--- src/hdl/gwb_pkg.sv ---
package gwb_pkg;

  localparam int FRAME_PIXELS   = 65536;
  localparam int ADDR_W         = $clog2(FRAME_PIXELS);
  localparam int CHAN_W         = 8;
  localparam int NUM_CH         = 3;
  localparam int CH_W           = $clog2(NUM_CH);
  localparam int PIX_W          = CHAN_W * NUM_CH;
  localparam int SUM_W          = CHAN_W + ADDR_W;
  localparam int GAIN_FRAC_BITS = 16;
  localparam int GAIN_W         = 8 + GAIN_FRAC_BITS;
  localparam int NUM_W          = SUM_W + GAIN_FRAC_BITS + 1;
  localparam int DIV_CNT_W      = $clog2(NUM_W);
  localparam int PROD_W         = CHAN_W + GAIN_W;

  localparam logic ACT_LOAD  = 1'b0;
  localparam logic ACT_DRAIN = 1'b1;

  typedef struct packed {
    logic            load;
    logic            last;
    logic            drain;
    logic            peak;
    logic            div_start;
    logic            gain_wr;
    logic [CH_W-1:0] chan;
  } ctrl_cmd_t;

  typedef struct packed {
    logic frame_ready;
    logic count_last;
    logic div_done;
  } dp_stat_t;

endpackage

--- src/hdl/gwb_ctrl.sv ---
module gwb_ctrl
  import gwb_pkg::*;
(
  input  logic      clk,
  input  logic      rst,
  input  logic      start,
  input  logic      action,
  input  logic      frame_end,
  input  dp_stat_t  stat,
  output ctrl_cmd_t cmd,
  output logic      busy
);

  typedef enum logic [1:0] {S_IDLE, S_PEAK, S_DIV_START, S_DIV_WAIT} state_t;

  state_t          state;
  logic [CH_W-1:0] chan;
  logic            accept;

  assign accept = start && state == S_IDLE;
  assign busy   = state != S_IDLE;

  always_ff @(posedge clk) begin
    if (rst) begin
      state <= S_IDLE;
      chan  <= '0;
    end else begin
      case (state)
        S_IDLE: begin
          if (cmd.last) begin
            state <= S_PEAK;
          end
        end
        S_PEAK: begin
          chan  <= '0;
          state <= S_DIV_START;
        end
        S_DIV_START: begin
          state <= S_DIV_WAIT;
        end
        S_DIV_WAIT: begin
          if (stat.div_done) begin
            if (chan == CH_W'(NUM_CH - 1)) begin
              state <= S_IDLE;
            end else begin
              chan  <= chan + 1'b1;
              state <= S_DIV_START;
            end
          end
        end
        default: begin
          state <= S_IDLE;
        end
      endcase
    end
  end

  always_comb begin
    cmd           = '0;
    cmd.load      = accept && action == ACT_LOAD;
    cmd.last      = cmd.load && (frame_end || stat.count_last);
    cmd.drain     = accept && action == ACT_DRAIN;
    cmd.peak      = state == S_PEAK;
    cmd.div_start = state == S_DIV_START;
    cmd.gain_wr   = state == S_DIV_WAIT && stat.div_done;
    cmd.chan      = chan;
  end

endmodule

--- config.mk ---
export PLATFORM = sky130hd
export DESIGN_NAME = gwb_ctrl
export DESIGN_NICKNAME = d
export VERILOG_FILES = /design/src/hdl/gwb_pkg.sv /design/src/hdl/gwb_ctrl.sv
export SDC_FILE = /design/constraint.sdc
export NUM_CORES = 1
export LEC_CHECK = 0
export BUFFER_PORTS_ARGS = -buffer_cell sky130_fd_sc_hd__buf_2
export CORE_AREA = 3 3 40 42
export DETAILED_ROUTE_END_ITERATION = 10
export DIE_AREA = 0 0 43 45
export PLACE_DENSITY = 0.39
export SLEW_MARGIN = 20
export SYNTH_ARGS = -nofsm -noshare
export SYNTH_HDL_FRONTEND = slang
export SYNTH_SLANG_ARGS = --single-unit
--- constraint.sdc ---
create_clock -name clk -period 1.4 [get_ports clk]
set_input_delay 0.28 -clock clk [delete_from_list [all_inputs] [get_ports clk]]
set_output_delay 0.28 -clock clk [all_outputs]
set_load 0.02 [all_outputs]
==> flow_metrics.tcl, run 1 <==
set metrics [dict create \
    arrival_ns 1.09 \
    power_frac_comb 0.278 \
    holdCritStartpoint "rst" \
    synth_mux_area_frac 0 \
    ir_drop_uv 496 \
    via_per_inst 4.08 \
    placement.io_buffers 15 \
    p_sw_w 0.000104 \
    relSlewSlack 0.853 \
    fmax_ghz 0.732 \
    synth-compound-area-share 0.152 \
    powerDensity_nw_per_um2 909 \
    drtAntennaViolNets 0 \
    async_flop_share 0 \
    dieHeight_um 45 \
    synth_cell_types 17 \
    layout.nets 62 \
    grt_overflow 0 \
    hold_path_class "in -> reg" \
    status "complete, no violations" \
    p_seq_frac 0.338 \
    clk_pin_slew_worst_paths_ns 0.04 \
    maxCapViolCount 0 \
    synth_area_leaders "dfxtp_1 (35%), nand2b_1 (11%), and3_1 (5.4%)" \
    place_congestion 0.637 \
    cts_tree "done" \
    area_delta_synth_final_pct 76.6 \
    synth_top_area_frac 0.348 \
    cts_buffers 3 \
    synth_common_cells "dfxtp_1 (4), nand2b_1 (4), nand2_1 (3), nor2_1 (3)" \
    synthXorXnorAreaFrac 0 \
    grt_pass1_vias 246 \
    setup_violations 0 \
    crit_type "reg -> out" \
    syn_avg_cell_area_um2 7.94 \
    routed-via-count 269 \
    required_ns 1.12 \
    synth_top_family_by_area "simple AND/OR/NAND/NOR gates" \
    netlist_area_um2 230 \
    synth-seq-cells 4 \
    yosys.area.top_type "dfxtp_1" \
    holdBufCountCts 0 \
    p_leak_nw 0.206 \
    critPathMaxFanout 3 \
    grt_pass1_wl_um 945 \
    die_area_um2 1940 \
    switching_share 0.281 \
    core_um2 1280 \
    setup_slack_ns 0.0345 \
    start_util 0.179 \
    timing.hold.ws_ns 0.265 \
    fill_cells 153 \
    rows 13 \
    synth-simple-area-share 0.413 \
    tightest_slew_ns 0.219 \
    period_share 0.975 \
    die_w_um 43 \
    cts.sinks 4 \
    critical_path.endpoint_type "primary output" \
    start_kind "flip-flop" \
    antenna_found_initial 0 \
    cts-root-buf "clkbuf_4" \
    yosysSeqAreaShare 0.348 \
    p_int_w 0.000266 \
    drc 0 \
    num_io_pins 17 \
    dp_slack_ns 0.108 \
    fin_crit_ns 1.37 \
    synth-adder-area-share 0.0543 \
    insertion_delay_ns 0.23 \
    track_usage 0.0701 \
    synth_nets 38 \
    r2r_start "state[0]" \
    yosysWarnings 0 \
    hold_viol 0 \
    final-max-slew-violation-count 0 \
    finalWirelength_um 640 \
    final_util 0.316 \
    grt_max_degree 7 \
    rsz0062_at_grt "true" \
    power_w 0.000370 \
    htreeDepth 1 \
    drive_gt1_frac 0.569 \
    synth_edf_count 0 \
    hpwl_um 483 \
    placed_cell_area_um2 347 \
    syn_inst 29 \
    synth_flop_cell "dfxtp_1" \
    power_frac_clock 0.383 \
    avgRoutedWirePerCell_um 9.70 \
    final_area_um2 407 \
    drtIter0Drc 0 \
    cts_buffer_depth 2 \
    first_pass_iters 1 \
    setup.worst_path.start "state[1]" \
    antenna_cells_inserted 0 \
    skew_ns 0.00341 \
]
==> registers in the layout, summed over array words and instances (netlist names) <==
name   flops
chan       2
state      2
==> power by group through the flow <==
stage          clock network, W  registers, W   logic, W
2_1_floorplan                 0      0.000126  0.0000437
3_3_place_gp                  0      0.000124  0.0000902
3_5_place_dp                  0      0.000123  0.0000889
4_1_cts                0.000148      0.000122  0.0000898
5_1_grt                0.000160      0.000125   0.000112
6_report               0.000142      0.000125   0.000103
==> stage by stage <==
stage	instances	TNS (ns)
finish	66	0
global route	66	-0.0335
CTS	65	0
detailed placement	62	0
global placement	62	0
floorplan	29	0
==> logic make-up after synthesis <==
logic type               after synthesis
buffers and inverters                  2
AO/OA/AOI/OAI                          5
flip-flops                             4
AND/OR/NAND/NOR                       17
adder cells (fa/ha/maj)                1
==> routing by layer <==
layer	wire (µm)	GRT usage
met4	0	0
met1	268	0.0874
met2	305	0.0898
met3	66	0.0717
met5	0	0
==> cell type report <==
cell class | instances | area [µm²] | share of cell area
Multi-Input combinational cell | 23 | 163 | 0.400
Inverter | 2 | 7.51 | 0.0185
Sequential cell | 4 | 82.6 | 0.203
Clock buffer | 3 | 22.5 | 0.0554
Timing Repair Buffer | 19 | 113 | 0.277
Tap cell | 15 | 18.8 | 0.0462
==> placed cells by master, fill, tap and decap left out, drive strengths merged <==
cell,count
nand2b,4
inv,2
clkbuf,3
nor3,1
and3,2
nor2b,1
or4b,1
a21oi,1
a21boi,1
or2,1
ha,1
dfxtp,4
o22ai,1
o32ai,1
a211oi,1
nand2,3
buf,19
and2b,1
nor2,3
==> worst max-delay path: stages, from the launching register on <==
cell	delay, ns
dfxtp_2	0.33
nor2_4	0.12
buf_4	0.13
and3_1	0.14
buf_4	0.13
==> path summary, 6_finish.rpt <==
kind / end / slack [ns] / depth (start not counted)
worst max-delay path: cmd[5] / 0.03 / 4
worst max register to register: state[0] / 0.19 / 3
worst min-delay path: state[1] / 0.26 / 2
worst min register to register: chan[1] / 0.50 / 2
==> what timing repair did <==
item,4_1_cts,5_1_grt
gates resized for setup,1,10
setup buffers,0,1
endpoints found under the setup margin,2,4
pin swaps,1,3
Note: power is estimated with default switching activity, not from simulation.
==> run 2, diff against run 1 <==
--- a/config.mk
+++ b/config.mk
@@ -5,11 +5,14 @@
 export SDC_FILE = /design/constraint.sdc
 export NUM_CORES = 1
 export LEC_CHECK = 0
+export ABC_AREA = 1
 export BUFFER_PORTS_ARGS = -buffer_cell sky130_fd_sc_hd__buf_2
-export CORE_AREA = 3 3 40 42
+export CELL_PAD_IN_SITES_DETAIL_PLACEMENT = 0
+export CELL_PAD_IN_SITES_GLOBAL_PLACEMENT = 2
+export CORE_MARGIN = 3
+export CORE_UTILIZATION = 17
 export DETAILED_ROUTE_END_ITERATION = 10
-export DIE_AREA = 0 0 43 45
-export PLACE_DENSITY = 0.39
+export PLACE_DENSITY = 0.68
 export SLEW_MARGIN = 20
 export SYNTH_ARGS = -nofsm -noshare
 export SYNTH_HDL_FRONTEND = slang
==> flow_metrics.tcl, run 2 <==
set metrics [dict create \
    status "complete, no violations" \
    final_util 0.292 \
    min_path_cells 2 \
    arrival_ns 1.05 \
    hold_viol 0 \
    holdBufCountCts 0 \
    required_ns 1.12 \
    p_leak_nw 0.233 \
    avgRoutedWirePerCell_um 8.97 \
    cts_buffers 3 \
    die_area_um2 2070 \
    tightest_slew_ns 0.187 \
    netlist_area_um2 265 \
    critical_path.endpoint_type "primary output" \
    area_delta_synth_final_pct 52.4 \
    drc 0 \
    hold_path_class "in -> reg" \
    synth_common_cells "inv_1 (10), nor2_1 (7), nand3_1 (6)" \
    grt_overflow 0 \
    layout_common_cells "buf_2 (14), inv_1 (10), nor2_1 (6), nand3_1 (6), nand2_1 (5)" \
    cts-root-buf "clkbuf_4" \
    cts_tree "done" \
    fill_cells 171 \
    htreeDepth 1 \
    multi_input_area_um2 145 \
    via_per_inst 4.07 \
    skew_ns 0.00217 \
    ir_drop_uv 487 \
    first_pass_iters 1 \
    synth_area_leaders "dfxtp_1 (30%), inv_1 (14%), nand3_1 (11%)" \
    place_congestion 0.661 \
    finalWirelength_um 682 \
    die_w_um 45.5 \
    synth_top_area_frac 0.302 \
    routed-via-count 309 \
    drtIter0Drc 0 \
    track_usage 0.0757 \
    synth_cell_types 13 \
    final-max-slew-violation-count 0 \
    drtAntennaViolNets 0 \
    syn_avg_cell_area_um2 6.17 \
    async_flop_share 0 \
    fin_crit_ns 1.33 \
    clk_pin_slew_worst_paths_ns 0.04 \
    yosysSeqAreaShare 0.302 \
    grt_max_degree 8 \
    relSlewSlack 0.875 \
    synth_nets 52 \
    timing.setup.tns_ns 0 \
    grt_pass1_wl_um 1080 \
    syn_inst 43 \
    grt_pass1_vias 270 \
    final_common_cell "buf_2" \
    critPathMaxFanout 7 \
    synth_flop_cell "dfxtp_1" \
    cts.sinks 4 \
    antenna_cells_inserted 0 \
    dieHeight_um 45.5 \
    yosysWarnings 0 \
    ff_latch_area_um2 87.6 \
    core_um2 1380 \
    rows 13 \
    drive_gt1_frac 0.410 \
    start_util 0.192 \
    cts_buffer_depth 2 \
    synth-seq-cells 4 \
    maxCapViolCount 0 \
    worstRegToRegCells 6 \
    setup_violations 0 \
    top_regs "chan x2, state x2" \
    layout.nets 72 \
    start_kind "flip-flop" \
    insertion_delay_ns 0.24 \
    yosys.area.top_type "dfxtp_1" \
    fmax_ghz 0.754 \
    hpwl_um 550 \
    antenna_found_initial 0 \
    rsz0062_at_grt "false" \
    crit_type "reg -> out" \
    post_cts_buffers 0 \
    num_io_pins 17 \
    powerDensity_nw_per_um2 1010 \
    yosysMostFrequentCell "inv_1" \
    placement.io_buffers 15 \
    period_share 0.948 \
    synth_edf_count 0 \
]
[run 2: changes by cell type in the layout (fill, tap and decap cells not counted), sizes merged, moves of 2 or more]
cell	previous run	this run
buf	19	16
inv	2	11
a21oi	1	5
nand2b	4	0
nand2	3	5
nand3	0	6
and3	2	0
nor2	3	7
[run 2: final cells by class]
cell class                      instances  share of cell area
Multi-Input combinational cell         27               0.359
Timing Repair Buffer                   16               0.220
Sequential cell                         4               0.217
Inverter                               11               0.102
Clock buffer                            3              0.0557
Tap cell                               15              0.0464
[run 2: per-stage QoR]
step / hold slack [ns] / instance area, µm² / total power [W] / worst slack [ns] / std cells
6_report: 0.221 / 404 / 0.000408 / 0.0734 / 76
5_1_grt: 0.221 / 404 / 0.000437 / 0.00529 / 76
3_5_place_dp: 0.474 / 355 / 0.000257 / 0.182 / 73
3_3_place_gp: 0.473 / 355 / 0.000258 / 0.189 / 73
2_1_floorplan: 0.349 / 265 / 0.000219 / 0.148 / 43
4_1_cts: 0.211 / 383 / 0.000415 / 0.000642 / 76
[run 2: worst paths after layout]
| kind | start | endpoint | slack, ns |
|---|---|---|---|
| max | state[1] | cmd[6] | 0.07 |
| min | rst | state[1] | 0.22 |
| max reg2reg | chan[0] | chan[1] | 0.25 |
| min reg2reg | chan[0] | chan[0] | 0.51 |
[run 2: logic make-up after synthesis]
logic type                 Yosys count  share of synthesized area
and+or+nand+nor                     20                      0.325
DFF                                  4                      0.302
adders and majority gates            1                     0.0472
AOI/OAI and AO/OA                    6                      0.127
buffers and inverters               12                      0.198
[run 2: routing by layer]
metal  global-route usage  share of wire  vias up
met2               0.0947           0.49        6
met1               0.0991           0.46      130
li1                     -              -      173
met4               0.0702              0        0
met3               0.0237          0.045        0
met5                    0              0        -
[run 2: power breakdown]
group          internal, W  leakage, nW  switching [W]
registers         0.000125       0.0342      0.0000158
clock network    0.0000960       0.0138      0.0000491
logic            0.0000479        0.185      0.0000742
[run 2: critical path, cell delays in order (launching register included)]
cell and delay (ns):
dfxtp_4 0.36, nor2_4 0.12, nand4_1 0.13, inv_1 0.09, buf_6 0.11
[run 2: timing repair]
item,in CTS,in global routing
gates resized for setup,3,6
cloned,0,0
pin swaps,2,2
endpoints found under the setup margin,4,3
